[src/design/arqsw_pkg.sv]
// ---------------------------------------------------------------------------
// ARQ sender window package
// Shared constants, codes and result record for the ARQ sender window block.
// ---------------------------------------------------------------------------
package arqsw_pkg;

  // Retransmit window geometry.
  localparam int WINDOW_DEPTH = 32;
  localparam int TAG_WIDTH    = 16;
  localparam int PTR_W        = (WINDOW_DEPTH > 1) ? $clog2(WINDOW_DEPTH) : 1;
  localparam int CNT_W        = $clog2(WINDOW_DEPTH + 1);
  localparam int SUM_W        = CNT_W + 1;

  // Fixed field widths of the channels.
  localparam int SEQ_W   = 8;
  localparam int COUNT_W = 6;
  localparam int LIMIT_W = 6;
  localparam int KIND_W  = 3;
  localparam int MODE_W  = 2;

  // Configuration port.
  localparam int APB_DATA_W = 32;
  localparam int APB_ADDR_W = 3;
  localparam logic [0:0] REG_WINDOW_LIMIT = 1'b0;
  localparam logic [LIMIT_W-1:0] WINDOW_LIMIT_RESET = LIMIT_W'(8);

  // Backward distance beyond which a sequence number counts as wrapped.
  localparam logic [SEQ_W-1:0] WRAP_DIST = SEQ_W'(150);

  // Sequence state after reset.
  localparam logic [SEQ_W-1:0] SEQ_RESET = SEQ_W'(1);

  typedef enum logic [MODE_W-1:0] {
    MODE_SEND    = 2'd0,
    MODE_ACK_REQ = 2'd1,
    MODE_ACK_IN  = 2'd2,
    MODE_UNUSED  = 2'd3
  } mode_t;

  typedef enum logic [KIND_W-1:0] {
    KIND_NONE     = 3'd0,
    KIND_DATA     = 3'd1,
    KIND_ACK_REQ  = 3'd2,
    KIND_RESEND   = 3'd3,
    KIND_REJECTED = 3'd4
  } kind_t;

  // One result beat.
  typedef struct packed {
    kind_t                kind;
    logic [SEQ_W-1:0]     seq_number;
    logic [TAG_WIDTH-1:0] tag_out;
    logic [COUNT_W-1:0]   window_count;
    logic                 last;
  } result_t;

endpackage

[src/design/arq_sender_window_unit.sv]
// ---------------------------------------------------------------------------
// ARQ sender window unit
// Numbers outgoing packets, keeps their tags for retransmit and processes
// arriving acks for the sender side of a sliding-window ARQ link.
// ---------------------------------------------------------------------------
// Usage:
//   Input beats (mode, packet_tag, want_ack, ack_seq, ack_generator) enter
//   on the in_valid/in_ready channel. Each beat yields one result beat, or two
//   for a send that also asks for an ack request; the final one has last set.
//   An accepted beat lands in an input register, is worked in one pass of
//   logic and its results are written to the output register.
//   One-result items sustain one item per cycle while out_ready is high; a
//   send with an ack request holds the output for two beats, so the next
//   item waits until the second result leaves the one-entry spill slot
//   behind the single output register.
//   When out_ready is low the output register and spill slot hold, the
//   input register fills and in_ready drops until results drain.
//   Synchronous reset sets next and head sequence to 1, the receiver
//   sequence to 0, empties the window and sets window_limit to 8. The tag
//   store is not cleared; only written entries are ever read.
//   window_limit is written over the APB port at byte address 0; the user
//   writes it only while idle, which the block itself does not enforce.
// ---------------------------------------------------------------------------
module arq_sender_window_unit (
  input  logic                                  clk,
  input  logic                                  rst,
  // Input channel
  input  logic                                  in_valid,
  output logic                                  in_ready,
  input  logic [arqsw_pkg::MODE_W-1:0]          mode,
  input  logic [arqsw_pkg::TAG_WIDTH-1:0]       packet_tag,
  input  logic                                  want_ack,
  input  logic [arqsw_pkg::SEQ_W-1:0]           ack_seq,
  input  logic [arqsw_pkg::SEQ_W-1:0]           ack_generator,
  // Result channel
  output logic                                  out_valid,
  input  logic                                  out_ready,
  output logic [arqsw_pkg::KIND_W-1:0]          kind,
  output logic [arqsw_pkg::SEQ_W-1:0]           seq_number,
  output logic [arqsw_pkg::TAG_WIDTH-1:0]       tag_out,
  output logic [arqsw_pkg::COUNT_W-1:0]         window_count,
  output logic                                  last,
  // Configuration port
  input  logic                                  psel,
  input  logic                                  penable,
  input  logic                                  pwrite,
  input  logic [arqsw_pkg::APB_ADDR_W-1:0]      paddr,
  input  logic [arqsw_pkg::APB_DATA_W-1:0]      pwdata,
  output logic [arqsw_pkg::APB_DATA_W-1:0]      prdata,
  output logic                                  pready
);

  // Configuration register.
  logic [arqsw_pkg::LIMIT_W-1:0] window_limit;

  // Input register.
  logic                              item_valid;
  arqsw_pkg::mode_t                  item_mode;
  logic [arqsw_pkg::TAG_WIDTH-1:0]   item_tag;
  logic                              item_areq;
  logic [arqsw_pkg::SEQ_W-1:0]       item_aseq;
  logic [arqsw_pkg::SEQ_W-1:0]       item_agen;

  // Window state.
  logic [arqsw_pkg::SEQ_W-1:0]       next_seq;
  logic [arqsw_pkg::SEQ_W-1:0]       receiver_seq;
  logic [arqsw_pkg::SEQ_W-1:0]       head_seq;
  logic [arqsw_pkg::CNT_W-1:0]       held_count;
  logic [arqsw_pkg::PTR_W-1:0]       read_pos;
  logic [arqsw_pkg::TAG_WIDTH-1:0]   tag_store [arqsw_pkg::WINDOW_DEPTH];

  logic [arqsw_pkg::SEQ_W-1:0]       next_seq_next;
  logic [arqsw_pkg::SEQ_W-1:0]       receiver_seq_next;
  logic [arqsw_pkg::SEQ_W-1:0]       head_seq_next;
  logic [arqsw_pkg::CNT_W-1:0]       held_count_next;
  logic [arqsw_pkg::PTR_W-1:0]       read_pos_next;

  // Output register and spill slot for the second result.
  logic                              out_full;
  arqsw_pkg::result_t                out_q;
  logic                              pend_valid;
  arqsw_pkg::result_t                pend_q;

  // Pass results.
  arqsw_pkg::result_t                res0;
  arqsw_pkg::result_t                res1;
  logic                              res_two;
  logic                              store_wr;
  logic [arqsw_pkg::PTR_W-1:0]       wpos;

  // Intermediate values of the pass.
  logic                              window_full;
  logic [arqsw_pkg::SUM_W-1:0]       wsum;
  logic                              agen_newer;
  logic                              resend;
  logic                              pop_ok;
  logic [arqsw_pkg::SEQ_W:0]         pop_raw;
  logic [arqsw_pkg::CNT_W-1:0]       pop_n;
  logic [arqsw_pkg::SUM_W-1:0]       rsum;

  logic proc_fire;
  logic out_take;
  logic cfg_write;

  // Handshake control.
  assign out_take  = out_full && out_ready;
  assign proc_fire = item_valid && (!out_full || (out_ready && !pend_valid));
  assign in_ready  = !item_valid || proc_fire;

  // APB configuration access.
  assign pready    = 1'b1;
  assign cfg_write = psel && penable && pwrite && pready;
  assign prdata    = (paddr[2] == arqsw_pkg::REG_WINDOW_LIMIT) ?
                     arqsw_pkg::APB_DATA_W'(window_limit) : '0;

  always_ff @(posedge clk) begin
    if (rst) begin
      window_limit <= arqsw_pkg::WINDOW_LIMIT_RESET;
    end else if (cfg_write && paddr[2] == arqsw_pkg::REG_WINDOW_LIMIT) begin
      window_limit <= pwdata[arqsw_pkg::LIMIT_W-1:0];
    end
  end

  // Input register capture.
  always_ff @(posedge clk) begin
    if (rst) begin
      item_valid <= 1'b0;
    end else if (in_ready) begin
      item_valid <= in_valid;
    end
  end

  always_ff @(posedge clk) begin
    if (in_valid && in_ready) begin
      item_mode <= arqsw_pkg::mode_t'(mode);
      item_tag  <= packet_tag;
      item_areq <= want_ack;
      item_aseq <= ack_seq;
      item_agen <= ack_generator;
    end
  end

  // Send path: full check and write slot behind the newest packet.
  always_comb begin
    window_full = (32'(held_count) >= 32'(window_limit)) ||
                  (32'(held_count) >= arqsw_pkg::WINDOW_DEPTH);
    wsum = arqsw_pkg::SUM_W'(read_pos) + arqsw_pkg::SUM_W'(held_count);
    if (wsum >= arqsw_pkg::SUM_W'(arqsw_pkg::WINDOW_DEPTH)) begin
      wsum = wsum - arqsw_pkg::SUM_W'(arqsw_pkg::WINDOW_DEPTH);
    end
    wpos = arqsw_pkg::PTR_W'(wsum);
  end

  // Ack path: receiver sequence update, resend decision and pop count.
  always_comb begin
    agen_newer = (item_agen >= receiver_seq) ||
                 ((receiver_seq - item_agen) > arqsw_pkg::WRAP_DIST);
    receiver_seq_next = agen_newer ? item_agen : receiver_seq;
    if (item_aseq >= receiver_seq_next) begin
      resend = (item_aseq - receiver_seq_next) > arqsw_pkg::WRAP_DIST;
    end else begin
      resend = (receiver_seq_next - item_aseq) <= arqsw_pkg::WRAP_DIST;
    end
    pop_ok = (held_count != '0) &&
             ((item_aseq >= head_seq) ||
              ((head_seq - item_aseq) > arqsw_pkg::WRAP_DIST));
    pop_raw = {1'b0, item_aseq - head_seq} + (arqsw_pkg::SEQ_W + 1)'(1);
    if (!pop_ok) begin
      pop_n = '0;
    end else if (32'(pop_raw) > 32'(held_count)) begin
      pop_n = held_count;
    end else begin
      pop_n = arqsw_pkg::CNT_W'(pop_raw);
    end
    rsum = arqsw_pkg::SUM_W'(read_pos) + arqsw_pkg::SUM_W'(pop_n);
    if (rsum >= arqsw_pkg::SUM_W'(arqsw_pkg::WINDOW_DEPTH)) begin
      rsum = rsum - arqsw_pkg::SUM_W'(arqsw_pkg::WINDOW_DEPTH);
    end
  end

  // Per-mode state update and result selection.
  always_comb begin
    next_seq_next = next_seq;
    head_seq_next = head_seq;
    held_count_next = held_count;
    read_pos_next = read_pos;
    store_wr = 1'b0;
    res_two = 1'b0;
    res0 = '{kind: arqsw_pkg::KIND_NONE, seq_number: '0, tag_out: '0,
             window_count: arqsw_pkg::COUNT_W'(held_count), last: 1'b1};
    res1 = res0;
    case (item_mode)
      arqsw_pkg::MODE_SEND: begin
        if (window_full) begin
          res0.kind = arqsw_pkg::KIND_REJECTED;
        end else begin
          store_wr = 1'b1;
          held_count_next = held_count + arqsw_pkg::CNT_W'(1);
          next_seq_next = next_seq + arqsw_pkg::SEQ_W'(1);
          res0.kind = arqsw_pkg::KIND_DATA;
          res0.seq_number = next_seq;
          res0.tag_out = item_tag;
          res0.window_count = arqsw_pkg::COUNT_W'(held_count_next);
          res0.last = !item_areq;
          res_two = item_areq;
          res1.kind = arqsw_pkg::KIND_ACK_REQ;
          res1.seq_number = next_seq;
          res1.window_count = arqsw_pkg::COUNT_W'(held_count_next);
        end
      end
      arqsw_pkg::MODE_ACK_REQ: begin
        if (held_count != '0) begin
          res0.kind = arqsw_pkg::KIND_ACK_REQ;
          res0.seq_number = head_seq + arqsw_pkg::SEQ_W'(held_count) -
                            arqsw_pkg::SEQ_W'(1);
        end
      end
      arqsw_pkg::MODE_ACK_IN: begin
        held_count_next = held_count - pop_n;
        head_seq_next = head_seq + arqsw_pkg::SEQ_W'(pop_n);
        read_pos_next = arqsw_pkg::PTR_W'(rsum);
        res0.window_count = arqsw_pkg::COUNT_W'(held_count_next);
        if (resend && held_count_next != '0) begin
          res0.kind = arqsw_pkg::KIND_RESEND;
          res0.seq_number = head_seq_next;
          res0.tag_out = tag_store[read_pos_next];
        end
      end
      default: begin
        res0.kind = arqsw_pkg::KIND_NONE;
      end
    endcase
  end

  // Window state registers.
  always_ff @(posedge clk) begin
    if (rst) begin
      next_seq     <= arqsw_pkg::SEQ_RESET;
      receiver_seq <= '0;
      head_seq     <= arqsw_pkg::SEQ_RESET;
      held_count   <= '0;
      read_pos     <= '0;
    end else if (proc_fire) begin
      next_seq   <= next_seq_next;
      head_seq   <= head_seq_next;
      held_count <= held_count_next;
      read_pos   <= read_pos_next;
      if (item_mode == arqsw_pkg::MODE_ACK_IN) begin
        receiver_seq <= receiver_seq_next;
      end
    end
  end

  // Retransmit tag storage.
  always_ff @(posedge clk) begin
    if (proc_fire && store_wr) begin
      tag_store[wpos] <= item_tag;
    end
  end

  // Output register and spill slot control.
  always_ff @(posedge clk) begin
    if (rst) begin
      out_full   <= 1'b0;
      pend_valid <= 1'b0;
    end else if (proc_fire) begin
      out_full   <= 1'b1;
      pend_valid <= res_two;
    end else if (out_take) begin
      out_full   <= pend_valid;
      pend_valid <= 1'b0;
    end
  end

  always_ff @(posedge clk) begin
    if (proc_fire) begin
      out_q  <= res0;
      pend_q <= res1;
    end else if (out_take && pend_valid) begin
      out_q <= pend_q;
    end
  end

  // Result beat ports.
  assign out_valid    = out_full;
  assign kind         = out_q.kind;
  assign seq_number   = out_q.seq_number;
  assign tag_out      = out_q.tag_out;
  assign window_count = out_q.window_count;
  assign last         = out_q.last;

  // The window never holds more packets than it has slots.
  a_held_bound: assert property (@(posedge clk) disable iff (rst)
    32'(held_count) <= arqsw_pkg::WINDOW_DEPTH)
    else $error("held_count exceeds window depth");

  // A spilled second result only exists behind a full output register.
  a_pend_behind_out: assert property (@(posedge clk) disable iff (rst)
    pend_valid |-> out_full)
    else $error("spill slot valid with empty output register");

  // A data beat that is not last is always followed by its ack request.
  a_data_then_req: assert property (@(posedge clk) disable iff (rst)
    (out_full && out_q.kind == arqsw_pkg::KIND_DATA && !out_q.last) |->
    (pend_valid && pend_q.kind == arqsw_pkg::KIND_ACK_REQ && pend_q.last))
    else $error("data beat without following ack request");

  // Taking a beat while a second result waits keeps the output valid.
  a_pend_advances: assert property (@(posedge clk) disable iff (rst)
    (out_take && pend_valid) |=> out_full)
    else $error("spilled result lost");

  // Reset empties the window and the result path.
  a_reset_state: assert property (@(posedge clk)
    rst |=> (held_count == '0 && !out_full && !pend_valid && !item_valid))
    else $error("state not cleared by reset");

endmodule
[config.mk]
export PLATFORM = sky130hd
export DESIGN_NAME = arq_sender_window_unit
export DESIGN_NICKNAME = d
export VERILOG_FILES = /design/src/design/arqsw_pkg.sv /design/src/design/arq_sender_window_unit.sv
export SDC_FILE = /design/constraint.sdc
export NUM_CORES = 1
export LEC_CHECK = 0
export ABC_AREA = 1
export BUFFER_PORTS_ARGS = -buffer_cell sky130_fd_sc_hd__buf_2
export CORE_MARGIN = 2
export CORE_UTILIZATION = 45
export DETAILED_ROUTE_END_ITERATION = 6
export GPL_TIMING_DRIVEN = 0
export SLEW_MARGIN = 20
export SYNTH_ARGS = -nofsm -noshare
export SYNTH_HDL_FRONTEND = slang
export SYNTH_SLANG_ARGS = --single-unit
[constraint.sdc]
create_clock -name clk -period 7.7 [get_ports clk]
set_input_delay 1.925 -clock clk [delete_from_list [all_inputs] [get_ports clk]]
set_output_delay 1.925 -clock clk [all_outputs]
set_load 0.01 [all_outputs]
==> flow_metrics.env, run 1 <==
export IMPL_grt_overflow_total=0
export IMPL_period_share=0.938
export IMPL_clkTransAtPathRegs_ns=0.06
export IMPL_powerDensity_mw_per_mm2=252
export IMPL_grt_pass1_wl_mm=126
export IMPL_finClkSkew_ns=0.0255
export IMPL_layout_drive_gt1_share=0.127
export IMPL_io_buffers=90
export IMPL_maxSlewViolCount=0
export IMPL_core_mm2=0.0656
export IMPL_die_y_um=261
export IMPL_drt_initial_drc_count=2286
export IMPL_fmax_mhz=139
export IMPL_synth_edf_count=596
export IMPL_yosysTopAreaCell="edfxtp_1"
export IMPL_nets=3104
export IMPL_route_antenna_remaining_nets=0
export IMPL_netlist_area_mm2=0.0298
export IMPL_numCtsBuffers=69
export IMPL_hold_viol_final=0
export IMPL_path_class="flop to flop"
export IMPL_grt_usage=0.251
export IMPL_rsz0062_at_grt="no"
export IMPL_synthDistinctLibCells=52
export IMPL_p_leak_nw=13.6
export IMPL_setup_violations_final=0
export IMPL_vias=21000
export IMPL_vdd_drop_max_mv=0.137
export IMPL_route_detailed_drc=0
export IMPL_synth_top_area_frac=0.601
export IMPL_cts_root_buf="clkbuf_16"
export IMPL_seq_area_mm2=0.0188
export IMPL_critical_path_required_ns=8.04
export IMPL_period_minus_slack_ns=7.22
export IMPL_cts_max_path_buffers=3
export IMPL_cts_tree="done"
export IMPL_worst_path_max_fanout=10
export IMPL_nFillCells=5729
export IMPL_start_util=0.454
export IMPL_syn_to_final_growth_pct=15.7
export IMPL_cap_violations=0
export IMPL_synthFlopType="edfxtp_1"
export IMPL_cts_sinks=640
export IMPL_rows=94
export IMPL_avgRoutedWirePerCell_um=22.3
export IMPL_routed_via_density=5.46
export IMPL_wirelength_mm=86.0
export IMPL_grt_max_degree=34
export IMPL_die_area_mm2=0.0683
export IMPL_worst_ep_arrival_time_ns=7.56
export IMPL_synth_most_common_cell="edfxtp_1"
export IMPL_drt_pass1_iterations=6
export IMPL_end_kind="flop"
export IMPL_grt_pass1_vias=20200
export IMPL_htreeDepth=3
export IMPL_synth_area_leaders="edfxtp_1 (60%), nand2_1 (5.1%), mux2i_1 (4.3%)"
export IMPL_routabilityCongestion=0.929
export IMPL_ys_seq_elements=640
export IMPL_worst_pin_slew_ns=1.13
export IMPL_cp_common_cell="nand2_1"
export IMPL_multi_input_area_mm2=0.00935
export IMPL_cp_start_kind="flop"
export IMPL_yosys_top_cells_count="edfxtp_1 (596), nand2_1 (403), inv_1 (296), nand3_1 (252), a21oi_1 (209)"
export IMPL_slowest_stage="fa_2"
export IMPL_fin_area_mm2=0.0345
export IMPL_yosys_warnings=0
export IMPL_synthArstFlopShare=0
export IMPL_min_path_type="flop to flop"
export IMPL_die_x_um=261
export IMPL_cpPeakStageDelay_ns=0.80
export IMPL_placed_area_mm2=0.0323
export IMPL_hpwl_mm=62.2
export IMPL_outcome="finished, final reports clean"
export IMPL_tns_ns=0
export IMPL_ff2ff_setup_slack_ns=0.48
export IMPL_io_pins=146
export IMPL_grt_antenna_before_repair=1
export IMPL_yosysSeqAreaShare=0.630
export IMPL_syn_avg_cell_area_um2=11.1
export IMPL_clkLatencyLatePin_ns=0.62
export IMPL_slew_headroom=0.250
export IMPL_insertedDiodeCount=0
export IMPL_syn_inst=2691
[power by group]
group / internal, mW / leakage [nW] / switching, mW
Sequential: 3.84 / 5.74 / 0.0413
Combinational: 0.472 / 6.78 / 1.12
Clock: 1.84 / 1.06 / 1.38
[placed cells by master (no fill, tap or decap), types with 13 or more instances in the layout]
| cell | n |
|---|---|
| clkinv_1 | 20 |
| ha_1 | 85 |
| xnor2_1 | 13 |
| nor2_1 | 138 |
| a21oi_1 | 208 |
| buf_2 | 115 |
| buf_4 | 28 |
| inv_1 | 295 |
| clkbuf_16 | 72 |
| dfxtp_1 | 44 |
| buf_6 | 24 |
| mux2i_1 | 128 |
| nand2_2 | 16 |
| buf_8 | 31 |
| o211ai_1 | 14 |
| conb_1 | 27 |
| nand2_1 | 403 |
| o21ai_0 | 184 |
| edfxtp_1 | 596 |
| xor2_1 | 23 |
| clkbuf_1 | 88 |
| nor2_2 | 34 |
| nand3_1 | 252 |
[per-stage QoR]
stage	util	setup WS [ns]	cells	hold WS, ns	power [mW]
floorplan	-	2.30	2716	0.444	4.91
global placement	0.479	0.170	3670	0.457	5.46
detailed placement	0.493	0.0516	3727	0.463	5.51
CTS	0.525	0.0558	3851	0.472	8.71
global route	0.525	0.0176	3849	0.509	8.99
finish	0.525	0.480	3849	0.473	8.68
[routing by layer]
metal,vias to the layer above,global-route usage,wire length (µm)
li1,9789,-,-
met1,10200,0.334,35500
met2,889,0.405,40100
met3,175,0.0480,7110
met4,2,0.103,3220
met5,-,0,10
[registers in the layout, summed over array words and instances (netlist names), 2 cells and up]
| register | cells |
|---|---|
| tag_store | 512 |
| item_mode | 2 |
| held_count | 6 |
| tag_out | 16 |
| head_seq | 8 |
| pend_q | 15 |
| item_agen | 8 |
| receiver_seq | 8 |
| item_aseq | 8 |
| read_pos | 5 |
| seq_number | 8 |
| window_count | 6 |
| item_tag | 16 |
| window_limit | 6 |
| kind | 3 |
| next_seq | 8 |
[critical path: cells and delay by family (launching register included)]
kind	cells	cell delay (ns)
buffers and inverters	8	1.64
adders and majority gates	5	1.88
AOI/OAI and AO/OA	4	0.94
and+or+nand+nor	18	2.02
DFF	1	0.46
[path summary, 6_finish.rpt]
kind / end / cells after the start / start
min reg2reg: pend_valid$_SDFFE_PP0P_ / 2 / pend_valid$_SDFFE_PP0P_
min: pend_valid$_SDFFE_PP0P_ / 2 / pend_valid$_SDFFE_PP0P_
max: tag_out[7]$_SDFFCE_PN0P_ / 35 / item_aseq[0]$_DFFE_PP_
max reg2reg: tag_out[7]$_SDFFCE_PN0P_ / 35 / item_aseq[0]$_DFFE_PP_
[what timing repair did]
item,CTS,global route
resized for setup,0,7
buffers inserted,0,0
endpoints found under the hold margin,0,0
setup endpoints to repair,0,16
hold buffers,0,0
[cells by family after synthesis]
group	after synthesis	synth area share
AO/OA/AOI/OAI	451	0.0811
XOR/XNOR	36	0.0106
adder cells (fa/ha/maj)	95	0.0424
buffers and inverters	452	0.0627
flip-flops	640	0.630
multiplexers	128	0.0430
other	2	0.000252
AND/OR/NAND/NOR	887	0.130
[cell type report]
type,instances,share of cell area
sequential,640,0.545
multi-input combinational,1624,0.271
clock buffer,89,0.0547
timing repair buffer,147,0.0362
inverter,307,0.0334
tap,864,0.0314
buffer,143,0.0207
clock inverter,35,0.00784
(Power assumes the default switching activity.)
==> run 2: changes to the inputs <==
clock period = 7.05 ns   (was 7.7 ns; I/O delays follow)
==> run 2 against run 1 <==
Die area unchanged. Count of clock-buffer cells in the layout unchanged. Final cell count increased by 0.13%. Core utilization up 0.15 points. Power up 9.4%. Register-to-register slack got worse by 0.04 ns. Setup slack got worse by 0.037 ns. Cell area is 0.29% higher. Critical path type unchanged. Highest routed layer is now met4.
==> flow_metrics.env, run 2 (synthesis gave the netlist of run 1 again) <==
export IMPL_slowest_stage="ha_2"
export IMPL_clkLatencyLatePin_ns=0.63
export IMPL_finClkSkew_ns=0.0253
export IMPL_route_detailed_drc=0
export IMPL_outcome="finished, final reports clean"
export IMPL_path_class="flop to flop"
export IMPL_vias=21000
export IMPL_regMostFlops="tag_store"
export IMPL_die_area_mm2=0.0683
export IMPL_layout_drive_gt1_share=0.137
export IMPL_vdd_drop_max_mv=0.150
export IMPL_largest_register_ffs=512
export IMPL_placed_area_mm2=0.0323
export IMPL_clkTransAtPathRegs_ns=0.06
export IMPL_cp_common_cell="nand2_1"
export IMPL_rsz0062_at_grt="yes"
export IMPL_cts_tree="done"
export IMPL_grt_antenna_before_repair=0
export IMPL_start_util=0.454
export IMPL_hpwl_mm=62.2
export IMPL_cp_start_kind="flop"
export IMPL_hold_viol_final=0
export IMPL_routed_via_density=5.46
export IMPL_rows=94
export IMPL_fin_area_mm2=0.0346
export IMPL_grt_max_degree=34
export IMPL_routabilityCongestion=0.929
export IMPL_grt_usage=0.251
export IMPL_io_pins=146
export IMPL_end_kind="flop"
export IMPL_min_path_type="flop to flop"
export IMPL_numCtsBuffers=69
export IMPL_worst_ep_arrival_time_ns=6.94
export IMPL_layout_commonest_cell="edfxtp_1"
export IMPL_grt_pass1_wl_mm=126
export IMPL_dp_cells=3727
export IMPL_worst_pin_slew_ns=1.13
export IMPL_core_mm2=0.0656
export IMPL_cts_root_buf="clkbuf_16"
export IMPL_cpLargestDelayFamily="simple AND/OR/NAND/NOR gates"
export IMPL_insertedDiodeCount=0
export IMPL_cpPeakStageDelay_ns=0.55
export IMPL_cts_sinks=640
export IMPL_io_buffers=90
export IMPL_grt_overflow_total=0
export IMPL_syn_to_final_growth_pct=16.0
export IMPL_hold_ws_ns=0.471
export IMPL_die_y_um=261
export IMPL_worst_path_buf_inv=7
export IMPL_maxSlewViolCount=0
export IMPL_grt_pass1_vias=20200
export IMPL_cap_violations=0
export IMPL_setup_violations_final=0
export IMPL_p_leak_nw=13.7
export IMPL_wirelength_mm=85.9
export IMPL_final_cell_mix="edfxtp_1 (596), nand2_1 (403), inv_1 (294)"
export IMPL_htreeDepth=3
export IMPL_avgRoutedWirePerCell_um=22.3
export IMPL_worst_path_max_fanout=10
export IMPL_cts_max_path_buffers=3
export IMPL_period_minus_slack_ns=6.61
export IMPL_period_share=0.937
export IMPL_powerDensity_mw_per_mm2=275
export IMPL_route_antenna_remaining_nets=0
export IMPL_critical_path_required_ns=7.39
export IMPL_drt_pass1_iterations=5
export IMPL_slew_headroom=0.246
export IMPL_fin_cells=3854
export IMPL_fmax_mhz=151
export IMPL_die_x_um=261
export IMPL_nets=3109
export IMPL_drt_initial_drc_count=2248
-- run 2: cell count changes in the layout (fill, tap and decap cells not counted), moves of 2 or more --
cell / previous run / this run
buf_1: 11 / 7
buf_4: 28 / 34
clkbuf_1: 88 / 69
clkbuf_2: 4 / 22
clkbuf_4: 0 / 4
xor2_1: 23 / 21
xor2_2: 0 / 2
-- run 2: area by class of cell --
type,instances,area (µm²)
buffer,142,746
clock buffer,89,1890
clock inverter,35,270
fill,5713,31100
inverter,307,1160
multi-input combinational,1624,9370
sequential,640,18800
tap,864,1080
timing repair buffer,153,1290
-- run 2: timing repair --
| item | 4_1_cts | 5_1_grt |
|---|---|---|
| hold buffers | 0 | 0 |
| pin swaps | 1 | 2 |
| setup endpoints to repair | 16 | 16 |
| buffers inserted | 1 | 5 |
| cloned | 0 | 0 |
| gates resized for setup | 3 | 52 |
-- run 2: worst paths after layout --
path,from,to,slack (ns),cells past startpoint
max,item_aseq[0]$_DFFE_PP_,tag_out[12]$_SDFFCE_PN0P_,0.44,34
min,pend_valid$_SDFFE_PP0P_,pend_valid$_SDFFE_PP0P_,0.47,2
max reg2reg,item_aseq[0]$_DFFE_PP_,tag_out[12]$_SDFFCE_PN0P_,0.44,34
min reg2reg,pend_valid$_SDFFE_PP0P_,pend_valid$_SDFFE_PP0P_,0.47,2
-- run 2: worst reg2reg max path, delay by kind of cell, from the launching register on --
kind	cells	cell delay, ns
AND/OR/NAND/NOR	19	1.99
adder cells (fa/ha/maj)	5	1.63
buffers and inverters	7	1.47
AO/OA/AOI/OAI	2	0.52
flip-flops	1	0.45
multiplexers	1	0.25
-- run 2: through the flow --
step	power [mW]	setup TNS (ns)	worst slack (ns)	utilization
after global placement	5.96	-4.85	-0.480	0.479
after global routing	9.84	-0.0125	-0.0125	0.527
after floorplan	5.36	0	1.65	-
final	9.50	0	0.443	0.527
after CTS	9.51	0	0.00984	0.525
after detailed placement	6.02	-6.61	-0.598	0.493
-- run 2: power breakdown --
group | internal, mW | switching [mW]
combinational | 0.529 | 1.23
clock | 2.00 | 1.51
sequential | 4.19 | 0.0455
total | 6.73 | 2.78
-- run 2: layer usage --
layer  share of wire  wire length, µm  global-route usage
met5               0                0                   0
met2            0.47            40200               0.405
met1            0.41            35600               0.335
met4           0.037             3220               0.103
met3           0.081             7000              0.0464
